`config.mk`:
```
export PLATFORM = sky130hd
export DESIGN_NAME = rational_arithmetic_unit_core
export DESIGN_NICKNAME = d
export VERILOG_FILES = /design/src/design/rau_pkg.sv /design/src/design/rau_controller.sv /design/src/design/rau_datapath.sv /design/src/design/rational_arithmetic_unit_core.sv
export SDC_FILE = /design/constraint.sdc
export NUM_CORES = 2
export LEC_CHECK = 0
export ABC_AREA = 1
export BUFFER_PORTS_ARGS = -buffer_cell sky130_fd_sc_hd__buf_4
export CAP_MARGIN = 25
export CORE_MARGIN = 4
export CORE_UTILIZATION = 45
export DETAILED_ROUTE_END_ITERATION = 16
export MAX_ROUTING_LAYER = met4
export PLACE_DENSITY = 0.65
export SYNTH_ARGS = -nofsm -noshare
export SYNTH_HDL_FRONTEND = slang
export SYNTH_SLANG_ARGS = --single-unit
```
`constraint.sdc`:
```
create_clock -name clock -period 9.9 [get_ports clock]
set_input_delay 1.98 -clock clock [delete_from_list [all_inputs] [get_ports clock]]
set_output_delay 1.98 -clock clock [all_outputs]
set_load 0.02 [all_outputs]
```
`src/design/rau_pkg.sv`:
```
// package: widths, codes, payload and control types of the rational arithmetic unit
package rau_pkg;

   // operand width and the widths that follow from it
   localparam int OPERAND_WIDTH = 16;
   localparam int MAG_W         = OPERAND_WIDTH;
   localparam int PROD_W        = 2 * OPERAND_WIDTH;
   localparam int SUM_W         = PROD_W + 1;
   localparam int NUM_OUT_W     = 33;
   localparam int DEN_OUT_W     = 31;
   localparam int GCD_W         = (SUM_W > NUM_OUT_W) ? SUM_W : NUM_OUT_W;
   localparam int K_W           = $clog2(GCD_W + 1);
   localparam int CNT_W         = $clog2(GCD_W);

   typedef logic [MAG_W-1:0]  rau_mag_type;
   typedef logic [PROD_W-1:0] rau_prod_type;
   typedef logic [SUM_W-1:0]  rau_sum_type;
   typedef logic [GCD_W-1:0]  rau_gcd_type;
   typedef logic [GCD_W:0]    rau_trial_type;
   typedef logic [K_W-1:0]    rau_k_type;
   typedef logic [CNT_W-1:0]  rau_cnt_type;

   typedef enum logic [1:0] {
      OP_ADD = 2'd0,
      OP_SUB = 2'd1,
      OP_MUL = 2'd2,
      OP_DIV = 2'd3
   } rau_op_type;

   // which fraction the shared reduction unit works on
   typedef enum logic [1:0] {
      SEL_A,
      SEL_B,
      SEL_RES
   } rau_sel_type;

   // which cross product the multiplier forms
   typedef enum logic [1:0] {
      MUL_P0,
      MUL_P1,
      MUL_P2
   } rau_mul_type;

   typedef enum logic [3:0] {
      ST_IDLE,
      ST_RED_LOAD,
      ST_GCD,
      ST_DIV_LOAD,
      ST_DIV,
      ST_STORE,
      ST_MUL0,
      ST_MUL1,
      ST_MUL2,
      ST_COMBINE
   } rau_state_type;

   typedef struct packed {
      logic [1:0]                req_type;
      logic signed [MAG_W-1:0]   a_num;
      logic signed [MAG_W-1:0]   a_den;
      logic signed [MAG_W-1:0]   b_num;
      logic signed [MAG_W-1:0]   b_den;
   } rau_req_type;

   typedef struct packed {
      logic signed [NUM_OUT_W-1:0] result_num;
      logic [DEN_OUT_W-1:0]        result_den;
      logic                        zero_den_fixed;
   } rau_rsp_type;

   typedef struct packed {
      logic        capture;
      logic        red_load;
      logic        gcd_step;
      logic        div_load;
      logic        div_step;
      logic        red_store;
      logic        mul_en;
      rau_mul_type mul_idx;
      logic        combine;
      rau_sel_type sel;
   } rau_cmd_type;

   typedef struct packed {
      logic gcd_done;
      logic div_last;
      logic out_free;
   } rau_sts_type;

endpackage

```
`src/design/rau_controller.sv`:
```
// controller: sequencing of decode, reductions, cross products and result write
module rau_controller (
   input  logic                 clock,
   input  logic                 reset,
   input  logic                 req_valid,
   output logic                 req_stall,
   input  rau_pkg::rau_sts_type sts,
   output rau_pkg::rau_cmd_type cmd
);

   rau_pkg::rau_state_type state_ff, state_in;
   rau_pkg::rau_sel_type   sel_ff, sel_in;

   always_ff @(posedge clock) begin
      if (reset) begin
         state_ff <= rau_pkg::ST_IDLE;
         sel_ff   <= rau_pkg::SEL_A;
      end else begin
         state_ff <= state_in;
         sel_ff   <= sel_in;
      end
   end

   // next state
   always_comb begin
      state_in = state_ff;
      sel_in   = sel_ff;
      case (state_ff)
         rau_pkg::ST_IDLE: begin
            if (req_valid) begin
               state_in = rau_pkg::ST_RED_LOAD;
               sel_in   = rau_pkg::SEL_A;
            end
         end
         rau_pkg::ST_RED_LOAD: state_in = rau_pkg::ST_GCD;
         rau_pkg::ST_GCD: begin
            if (sts.gcd_done) state_in = rau_pkg::ST_DIV_LOAD;
         end
         rau_pkg::ST_DIV_LOAD: state_in = rau_pkg::ST_DIV;
         rau_pkg::ST_DIV: begin
            if (sts.div_last) state_in = rau_pkg::ST_STORE;
         end
         rau_pkg::ST_STORE: begin
            case (sel_ff)
               rau_pkg::SEL_A: begin
                  sel_in   = rau_pkg::SEL_B;
                  state_in = rau_pkg::ST_RED_LOAD;
               end
               rau_pkg::SEL_B: state_in = rau_pkg::ST_MUL0;
               rau_pkg::SEL_RES: begin
                  if (sts.out_free) state_in = rau_pkg::ST_IDLE;
               end
               default: state_in = rau_pkg::ST_IDLE;
            endcase
         end
         rau_pkg::ST_MUL0: state_in = rau_pkg::ST_MUL1;
         rau_pkg::ST_MUL1: state_in = rau_pkg::ST_MUL2;
         rau_pkg::ST_MUL2: state_in = rau_pkg::ST_COMBINE;
         rau_pkg::ST_COMBINE: begin
            state_in = rau_pkg::ST_RED_LOAD;
            sel_in   = rau_pkg::SEL_RES;
         end
         default: state_in = rau_pkg::ST_IDLE;
      endcase
   end

   // commands
   always_comb begin
      cmd       = '0;
      cmd.sel   = sel_ff;
      req_stall = 1'b1;
      case (state_ff)
         rau_pkg::ST_IDLE: begin
            req_stall   = 1'b0;
            cmd.capture = req_valid;
         end
         rau_pkg::ST_RED_LOAD: cmd.red_load = 1'b1;
         rau_pkg::ST_GCD:      cmd.gcd_step = !sts.gcd_done;
         rau_pkg::ST_DIV_LOAD: cmd.div_load = 1'b1;
         rau_pkg::ST_DIV:      cmd.div_step = 1'b1;
         rau_pkg::ST_STORE: begin
            cmd.red_store = (sel_ff != rau_pkg::SEL_RES) || sts.out_free;
         end
         rau_pkg::ST_MUL0: begin
            cmd.mul_en  = 1'b1;
            cmd.mul_idx = rau_pkg::MUL_P0;
         end
         rau_pkg::ST_MUL1: begin
            cmd.mul_en  = 1'b1;
            cmd.mul_idx = rau_pkg::MUL_P1;
         end
         rau_pkg::ST_MUL2: begin
            cmd.mul_en  = 1'b1;
            cmd.mul_idx = rau_pkg::MUL_P2;
         end
         rau_pkg::ST_COMBINE: cmd.combine = 1'b1;
         default: req_stall = 1'b1;
      endcase
   end

endmodule

```
`src/design/rau_datapath.sv`:
```
// datapath: operand decode, binary gcd, dual restoring divider, multiplier, output register
module rau_datapath (
   input  logic                 clock,
   input  logic                 reset,
   input  rau_pkg::rau_req_type req_data,
   input  rau_pkg::rau_cmd_type cmd,
   output rau_pkg::rau_sts_type sts,
   output logic                 rsp_valid,
   input  logic                 rsp_stall,
   output rau_pkg::rau_rsp_type rsp_data
);

   // two's complement raw value to sign and magnitude
   function automatic logic [rau_pkg::MAG_W:0] decode(input rau_pkg::rau_mag_type raw);
      rau_pkg::rau_mag_type mag;
      mag = raw[rau_pkg::MAG_W-1] ? (~raw + rau_pkg::rau_mag_type'(1)) : raw;
      return {raw[rau_pkg::MAG_W-1], mag};
   endfunction

   rau_pkg::rau_op_type   op_ff;
   logic                  an_neg_ff, ad_neg_ff, bn_neg_ff, bd_neg_ff;
   rau_pkg::rau_mag_type  an_mag_ff, ad_mag_ff, bn_mag_ff, bd_mag_ff;
   rau_pkg::rau_prod_type p0_ff, p1_ff, p2_ff;
   logic                  rn_neg_ff, rd_neg_ff, fixed_ff;
   rau_pkg::rau_sum_type  rn_mag_ff;
   rau_pkg::rau_prod_type rd_mag_ff;
   logic                  wn_neg_ff, wd_neg_ff;
   rau_pkg::rau_gcd_type  wn_mag_ff, wd_mag_ff;
   rau_pkg::rau_gcd_type  u_ff, v_ff, g_ff;
   rau_pkg::rau_k_type    k_ff;
   rau_pkg::rau_gcd_type  rem_n_ff, rem_d_ff, q_n_ff, q_d_ff;
   rau_pkg::rau_cnt_type  cnt_ff;
   logic                  rsp_valid_ff;
   rau_pkg::rau_rsp_type  rsp_data_ff;

   // reduction source select, zero denominator forced to one
   logic                 src_n_neg, src_d_neg;
   rau_pkg::rau_gcd_type src_n_mag, src_d_mag;

   always_comb begin
      case (cmd.sel)
         rau_pkg::SEL_A: begin
            src_n_neg = an_neg_ff;
            src_n_mag = rau_pkg::rau_gcd_type'(an_mag_ff);
            src_d_neg = ad_neg_ff;
            src_d_mag = rau_pkg::rau_gcd_type'(ad_mag_ff);
         end
         rau_pkg::SEL_B: begin
            src_n_neg = bn_neg_ff;
            src_n_mag = rau_pkg::rau_gcd_type'(bn_mag_ff);
            src_d_neg = bd_neg_ff;
            src_d_mag = rau_pkg::rau_gcd_type'(bd_mag_ff);
         end
         default: begin
            src_n_neg = rn_neg_ff;
            src_n_mag = rau_pkg::rau_gcd_type'(rn_mag_ff);
            src_d_neg = rd_neg_ff;
            src_d_mag = rau_pkg::rau_gcd_type'(rd_mag_ff);
         end
      endcase
      if (src_d_mag == '0) begin
         src_d_mag = rau_pkg::rau_gcd_type'(1);
         src_d_neg = 1'b0;
      end
   end

   // one binary gcd step
   rau_pkg::rau_gcd_type u_in, v_in;
   rau_pkg::rau_k_type   k_in;

   always_comb begin
      u_in = u_ff;
      v_in = v_ff;
      k_in = k_ff;
      if (!u_ff[0] && !v_ff[0]) begin
         u_in = u_ff >> 1;
         v_in = v_ff >> 1;
         k_in = k_ff + rau_pkg::rau_k_type'(1);
      end else if (!u_ff[0]) begin
         u_in = u_ff >> 1;
      end else if (!v_ff[0]) begin
         v_in = v_ff >> 1;
      end else if (u_ff >= v_ff) begin
         u_in = u_ff - v_ff;
      end else begin
         v_in = v_ff - u_ff;
      end
   end

   // restoring division step, numerator and denominator side by side
   rau_pkg::rau_trial_type trial_n, trial_d, diff_n, diff_d;
   logic                   ge_n, ge_d;

   always_comb begin
      trial_n = {rem_n_ff, q_n_ff[rau_pkg::GCD_W-1]};
      trial_d = {rem_d_ff, q_d_ff[rau_pkg::GCD_W-1]};
      diff_n  = trial_n - rau_pkg::rau_trial_type'(g_ff);
      diff_d  = trial_d - rau_pkg::rau_trial_type'(g_ff);
      ge_n    = trial_n >= rau_pkg::rau_trial_type'(g_ff);
      ge_d    = trial_d >= rau_pkg::rau_trial_type'(g_ff);
   end

   // reduced sign and signed numerator for the output
   logic                 red_neg;
   rau_pkg::rau_gcd_type q_n_twos;

   assign red_neg  = (wn_neg_ff != wd_neg_ff) && (q_n_ff != '0);
   assign q_n_twos = red_neg ? (~q_n_ff + rau_pkg::rau_gcd_type'(1)) : q_n_ff;

   // shared multiplier
   rau_pkg::rau_mag_type  mul_x, mul_y;
   rau_pkg::rau_prod_type prod;

   always_comb begin
      case (cmd.mul_idx)
         rau_pkg::MUL_P0: begin
            mul_x = an_mag_ff;
            mul_y = (op_ff == rau_pkg::OP_MUL) ? bn_mag_ff : bd_mag_ff;
         end
         rau_pkg::MUL_P1: begin
            mul_x = bn_mag_ff;
            mul_y = ad_mag_ff;
         end
         default: begin
            mul_x = ad_mag_ff;
            mul_y = bd_mag_ff;
         end
      endcase
      prod = rau_pkg::rau_prod_type'(mul_x) * rau_pkg::rau_prod_type'(mul_y);
   end

   // combine the cross products into the raw result
   logic                  x_neg, y_neg, sm_neg;
   rau_pkg::rau_sum_type  xm, ym, sm_mag;
   logic                  cmb_n_neg, cmb_d_neg;
   rau_pkg::rau_sum_type  cmb_n_mag;
   rau_pkg::rau_prod_type cmb_d_mag;

   always_comb begin
      x_neg = an_neg_ff;
      y_neg = (op_ff == rau_pkg::OP_SUB) ? !bn_neg_ff : bn_neg_ff;
      xm    = rau_pkg::rau_sum_type'(p0_ff);
      ym    = rau_pkg::rau_sum_type'(p1_ff);
      if (x_neg == y_neg) begin
         sm_mag = xm + ym;
         sm_neg = x_neg;
      end else if (xm >= ym) begin
         sm_mag = xm - ym;
         sm_neg = x_neg;
      end else begin
         sm_mag = ym - xm;
         sm_neg = y_neg;
      end
      case (op_ff)
         rau_pkg::OP_ADD, rau_pkg::OP_SUB: begin
            cmb_n_neg = sm_neg;
            cmb_n_mag = sm_mag;
            cmb_d_neg = 1'b0;
            cmb_d_mag = p2_ff;
         end
         rau_pkg::OP_MUL: begin
            cmb_n_neg = an_neg_ff ^ bn_neg_ff;
            cmb_n_mag = xm;
            cmb_d_neg = 1'b0;
            cmb_d_mag = p2_ff;
         end
         default: begin
            cmb_n_neg = an_neg_ff;
            cmb_n_mag = xm;
            cmb_d_neg = bn_neg_ff;
            cmb_d_mag = p1_ff;
         end
      endcase
   end

   // payload registers
   always_ff @(posedge clock) begin
      if (cmd.capture) begin
         op_ff                  <= rau_pkg::rau_op_type'(req_data.req_type);
         {an_neg_ff, an_mag_ff} <= decode(req_data.a_num);
         {ad_neg_ff, ad_mag_ff} <= decode(req_data.a_den);
         {bn_neg_ff, bn_mag_ff} <= decode(req_data.b_num);
         {bd_neg_ff, bd_mag_ff} <= decode(req_data.b_den);
      end
      if (cmd.red_load) begin
         wn_neg_ff <= src_n_neg;
         wn_mag_ff <= src_n_mag;
         wd_neg_ff <= src_d_neg;
         wd_mag_ff <= src_d_mag;
         u_ff      <= src_n_mag;
         v_ff      <= src_d_mag;
         k_ff      <= '0;
      end
      if (cmd.gcd_step) begin
         u_ff <= u_in;
         v_ff <= v_in;
         k_ff <= k_in;
      end
      if (cmd.div_load) begin
         g_ff     <= v_ff << k_ff;
         q_n_ff   <= wn_mag_ff;
         q_d_ff   <= wd_mag_ff;
         rem_n_ff <= '0;
         rem_d_ff <= '0;
         cnt_ff   <= '0;
      end
      if (cmd.div_step) begin
         rem_n_ff <= rau_pkg::rau_gcd_type'(ge_n ? diff_n : trial_n);
         rem_d_ff <= rau_pkg::rau_gcd_type'(ge_d ? diff_d : trial_d);
         q_n_ff   <= {q_n_ff[rau_pkg::GCD_W-2:0], ge_n};
         q_d_ff   <= {q_d_ff[rau_pkg::GCD_W-2:0], ge_d};
         cnt_ff   <= cnt_ff + rau_pkg::rau_cnt_type'(1);
      end
      if (cmd.red_store) begin
         case (cmd.sel)
            rau_pkg::SEL_A: begin
               an_neg_ff <= red_neg;
               an_mag_ff <= rau_pkg::rau_mag_type'(q_n_ff);
               ad_neg_ff <= 1'b0;
               ad_mag_ff <= rau_pkg::rau_mag_type'(q_d_ff);
            end
            rau_pkg::SEL_B: begin
               bn_neg_ff <= red_neg;
               bn_mag_ff <= rau_pkg::rau_mag_type'(q_n_ff);
               bd_neg_ff <= 1'b0;
               bd_mag_ff <= rau_pkg::rau_mag_type'(q_d_ff);
            end
            default: begin
               rsp_data_ff.result_num     <= q_n_twos[rau_pkg::NUM_OUT_W-1:0];
               rsp_data_ff.result_den     <= q_d_ff[rau_pkg::DEN_OUT_W-1:0];
               rsp_data_ff.zero_den_fixed <= fixed_ff;
            end
         endcase
      end
      if (cmd.mul_en) begin
         case (cmd.mul_idx)
            rau_pkg::MUL_P0: p0_ff <= prod;
            rau_pkg::MUL_P1: p1_ff <= prod;
            default:         p2_ff <= prod;
         endcase
      end
      if (cmd.combine) begin
         rn_neg_ff <= cmb_n_neg;
         rn_mag_ff <= cmb_n_mag;
         rd_neg_ff <= cmb_d_neg;
         rd_mag_ff <= cmb_d_mag;
         fixed_ff  <= (cmb_d_mag == '0);
      end
   end

   // output valid
   always_ff @(posedge clock) begin
      if (reset) begin
         rsp_valid_ff <= 1'b0;
      end else if (cmd.red_store && (cmd.sel == rau_pkg::SEL_RES)) begin
         rsp_valid_ff <= 1'b1;
      end else if (!rsp_stall) begin
         rsp_valid_ff <= 1'b0;
      end
   end

   assign sts.gcd_done = (u_ff == '0);
   assign sts.div_last = (cnt_ff == rau_pkg::rau_cnt_type'(rau_pkg::GCD_W - 1));
   assign sts.out_free = !rsp_valid_ff || !rsp_stall;

   assign rsp_valid = rsp_valid_ff;
   assign rsp_data  = rsp_data_ff;

endmodule

```
`src/design/rational_arithmetic_unit_core.sv`:
```
// top level of the rational arithmetic unit: controller and datapath
//
//   channel   direction  handshake              payload
//   req_      in         req_valid / req_stall  rau_req_type: opcode, a_num, a_den, b_num, b_den
//   rsp_      out        rsp_valid / rsp_stall  rau_rsp_type: result_num, result_den, flag
//
// one request at a time; a request runs through three reductions (operand a, operand b,
// result), each a load, the binary gcd steps, a divider load, the divide steps and a
// store, with three cross products and a combine between the second and third reductions
// reset is synchronous and clears only the state machine and the output valid
// a held result sits in the output register; the next request is taken and worked on
// meanwhile, and only its final write waits for the output register to drain
module rational_arithmetic_unit_core (
   input  logic                 clock,
   input  logic                 reset,
   // request channel
   input  logic                 req_valid,
   output logic                 req_stall,
   input  rau_pkg::rau_req_type req_data,
   // result channel
   output logic                 rsp_valid,
   input  logic                 rsp_stall,
   output rau_pkg::rau_rsp_type rsp_data
);

   // command and status between sequencer and datapath
   rau_pkg::rau_cmd_type cmd;
   rau_pkg::rau_sts_type sts;

   // sequencer: decode, reduce a, reduce b, cross products, reduce result, write back
   rau_controller u_controller (
      .clock     (clock),
      .reset     (reset),
      .req_valid (req_valid),
      .req_stall (req_stall),
      .sts       (sts),
      .cmd       (cmd)
   );

   // datapath: shared gcd and divider, one multiplier, output register
   rau_datapath u_datapath (
      .clock     (clock),
      .reset     (reset),
      .req_data  (req_data),
      .cmd       (cmd),
      .sts       (sts),
      .rsp_valid (rsp_valid),
      .rsp_stall (rsp_stall),
      .rsp_data  (rsp_data)
   );

endmodule

```
==> metrics.txt <==
WL/cell ~23 um; CTS buffer count 74; r2r endpoint u_datapath.p0_ff[25]; Clk Latency, worst-skew pair between 0.6 and 0.7 ns; clock sink count approximately 620; Sequential Area ~18000 um2; FFs w/ async S/R, synth 0; Peak Freq roughly 120 MHz; initial antenna violation count 4; endpoints failing hold 0; Multi-input gate area between 30000 and 40000 um2; clk slew on worst S/H paths roughly 0.050 ns; PortBufs roughly 140; Syn Nets just under 8000; CP Launch Point u_controller.state_ff[1]; Initial DRT Pass Iterations 6; P&R area growth vs syn 8.90%; worst hold-check path type reg -> reg; final setup fails 0; syn_area_per_cell 7.38 um2; Post-DRT Antenna Nets 0; Period minus WS final a little over 8 ns; Post-synth EDFFs ~540; DIE HEIGHT ~350 um; # rows approximately 130; vias in the first global route 46100; worst path arrival time roughly 8.6 ns; sequential area share after synthesis 0.331; gp weighted congestion around 1.0; RSZ-0062 raised after global routing no; hold_sp u_datapath.q_d_ff[30]; Post-Synthesis Cells between 7000 and 8000; number of setup buffers added after CTS 0; Setup crit end u_datapath.p0_ff[25]; DRC errors left 0; max-cap violations 0; worst setup path class reg -> reg; Max clock buf depth 3; first-pass GRT wire length 295 mm; Hold Buf Count CTS 0; HPWL Detailed between 150 and 200 mm; I/O Pins 137; Crit. End Element flop; core area about 120000 um2; CTS tree yes; Primary FF master, synth edfxtp_1; Setup crit start kind flop; Slowest cell on crit path nor2_4; Reg2Reg Depth 29; Slew Limit Fails 0; YS warnings 0; Initial DRC Count 5597; largest net degree at the start of global routing 88; Total GRT Usage 0.322; Nets about 8000; share of layout cells above drive strength 1 0.0625; GRT overflow 0; Vias roughly 49000; CP required between 10 and 15 ns; R2R Setup Slk between 1.5 and 2 ns; Die W around 350 um; Rel. slew slack 0.236; post-synth cell types 60; status completed; period utilization 0.827; critical path fanouts, max ~40; Mapped Area between 50000 and 60000 um2; Setup TNS 0 ns; # resized after CTS 0; H-tree levels 3; clk root buf clkbuf_16; Fillers 11900; final WL ~200 mm; Clock Skews 0.0534 ns; effective utilization at floorplan 0.454; Yosys reg bits around 600; Worst Max-Slew Pin Slew roughly 1.1 ns; crit-path max cell delay around 0.57 ns; vias per cell 5.54; die area about 120000 um2; Reg-to-Reg Start u_controller.state_ff[1]
## cell type report
class / count / area share
multi-input cells: 5239 / 0.519
flip-flops and latches: 616 / 0.304
inverters: 1170 / 0.0753
clock buffers: 87 / 0.0330
well taps: 1536 / 0.0329
repair buffers: 201 / 0.0265
clock inverters: 45 / 0.00914
diodes: 4 / 0.000171
## routing by layer
metal  GRT usage  up-vias  part of all wire  wire length, um
met3      0.0399      334             0.077            15600
met4       0.113        0             0.042             8430
met2       0.500     2098              0.45            91400
met1       0.437    23500              0.43            86700
met5           -        -                 0                0
li1            -    23400                 -                -
## state kept, by name, indices dropped and copies added (netlist names), 16 cells and up
signal and flops:
u_datapath.rsp_data 65, u_datapath.g_ff 33, u_datapath.q_d_ff 33, u_datapath.q_n_ff 33
u_datapath.rem_d_ff 33, u_datapath.rem_n_ff 33, u_datapath.rn_mag_ff 33, u_datapath.u_ff 33
u_datapath.v_ff 33, u_datapath.wn_mag_ff 33, u_datapath.p0_ff 32, u_datapath.p1_ff 32
u_datapath.p2_ff 32, u_datapath.rd_mag_ff 32, u_datapath.wd_mag_ff 32, u_datapath.ad_mag_ff 16
u_datapath.an_mag_ff 16, u_datapath.bd_mag_ff 16, u_datapath.bn_mag_ff 16
## worst min path at each step
stage               depth (start not counted)                      end  slack [ns]
floorplan                                   0   u_datapath.rsp_data[0]        0.40
global placement                            0   u_datapath.rsp_data[0]        0.40
detailed placement                          0  u_datapath.rsp_data[25]        0.44
CTS                                         0  u_datapath.rsp_data[31]        0.43
global route                                0  u_datapath.rsp_data[31]        0.44
finish                                      0  u_datapath.rsp_data[31]        0.43
## Yosys cell counts (all sizes together), types with 9 or more instances
cell type	number	area [um2]
edfxtp	541	16200
clkbuf	106	400
o21bai	62	522
o211ai	26	195
xnor2	38	333
a21o	34	255
or2	10	62.6
nor2	803	3080
nand2	2008	7590
nor3	120	692
xor2	168	1470
o21a	12	90.1
nand4	64	400
a31oi	65	482
nand3	282	1440
dfxtp	75	1500
o21ai	493	2490
mux2i	10	100
buf	139	832
fa	201	4020
nand3b	9	67.6
nor4	20	125
ha	341	4270
a21oi	394	2000
inv	1166	4380
o22ai	20	131
a21boi	10	75.1
a22oi	28	210
## per-stage QoR
stage,worst slack [ns],cells,instance area (um2),hold WS [ns],utilization
after floorplan,2.78,7270,53700,0.400,-
after global placement,1.88,8754,55900,0.403,0.473
after detailed placement,1.88,8759,55900,0.437,0.473
after CTS,1.85,8891,58400,0.428,0.494
after global routing,1.29,8898,58400,0.438,0.494
final,1.72,8898,58400,0.432,0.494
## cell usage in the layout, fill, tap and decap left out, types with 20 or more instances in the layout
master / instances
nand2_1: 1987
inv_1: 1133
nor2_1: 779
edfxtp_1: 541
o21ai_0: 459
a21oi_1: 389
ha_1: 341
nand3_1: 277
fa_1: 201
buf_4: 195
xor2_1: 167
nor3_1: 100
clkbuf_16: 74
dfxtp_1: 74
nand4_1: 64
a31oi_1: 60
o21bai_1: 47
xnor2_1: 38
a21o_1: 34
inv_2: 30
a22oi_1: 28
o21ai_1: 27
o211ai_1: 26
nor4_1: 20
## kinds of logic after synthesis
group | Yosys count | share of synthesized area
and+or+nand+nor | 3321 | 0.252
buffers and inverters | 1415 | 0.105
AOI/OAI and AO/OA | 1160 | 0.123
DFF | 616 | 0.331
adders and majority gates | 542 | 0.154
xor gates and xnor gates | 206 | 0.0336
muxes | 10 | 0.00187
## worst max-delay path: cells and delay by family (launching register included)
| kind | cells | cell delay [ns] |
|---|---|---|
| simple gates | 9 | 1.69 |
| fa+ha+maj | 7 | 3.37 |
| compound gates | 2 | 0.26 |
| flops | 1 | 0.40 |
| buf+inv | 10 | 1.89 |
| xor+xnor | 1 | 0.32 |
Power is left out: the tool's default activity adds up to more than one toggle a clock period on the data nets, which glitch-free logic cannot reach.
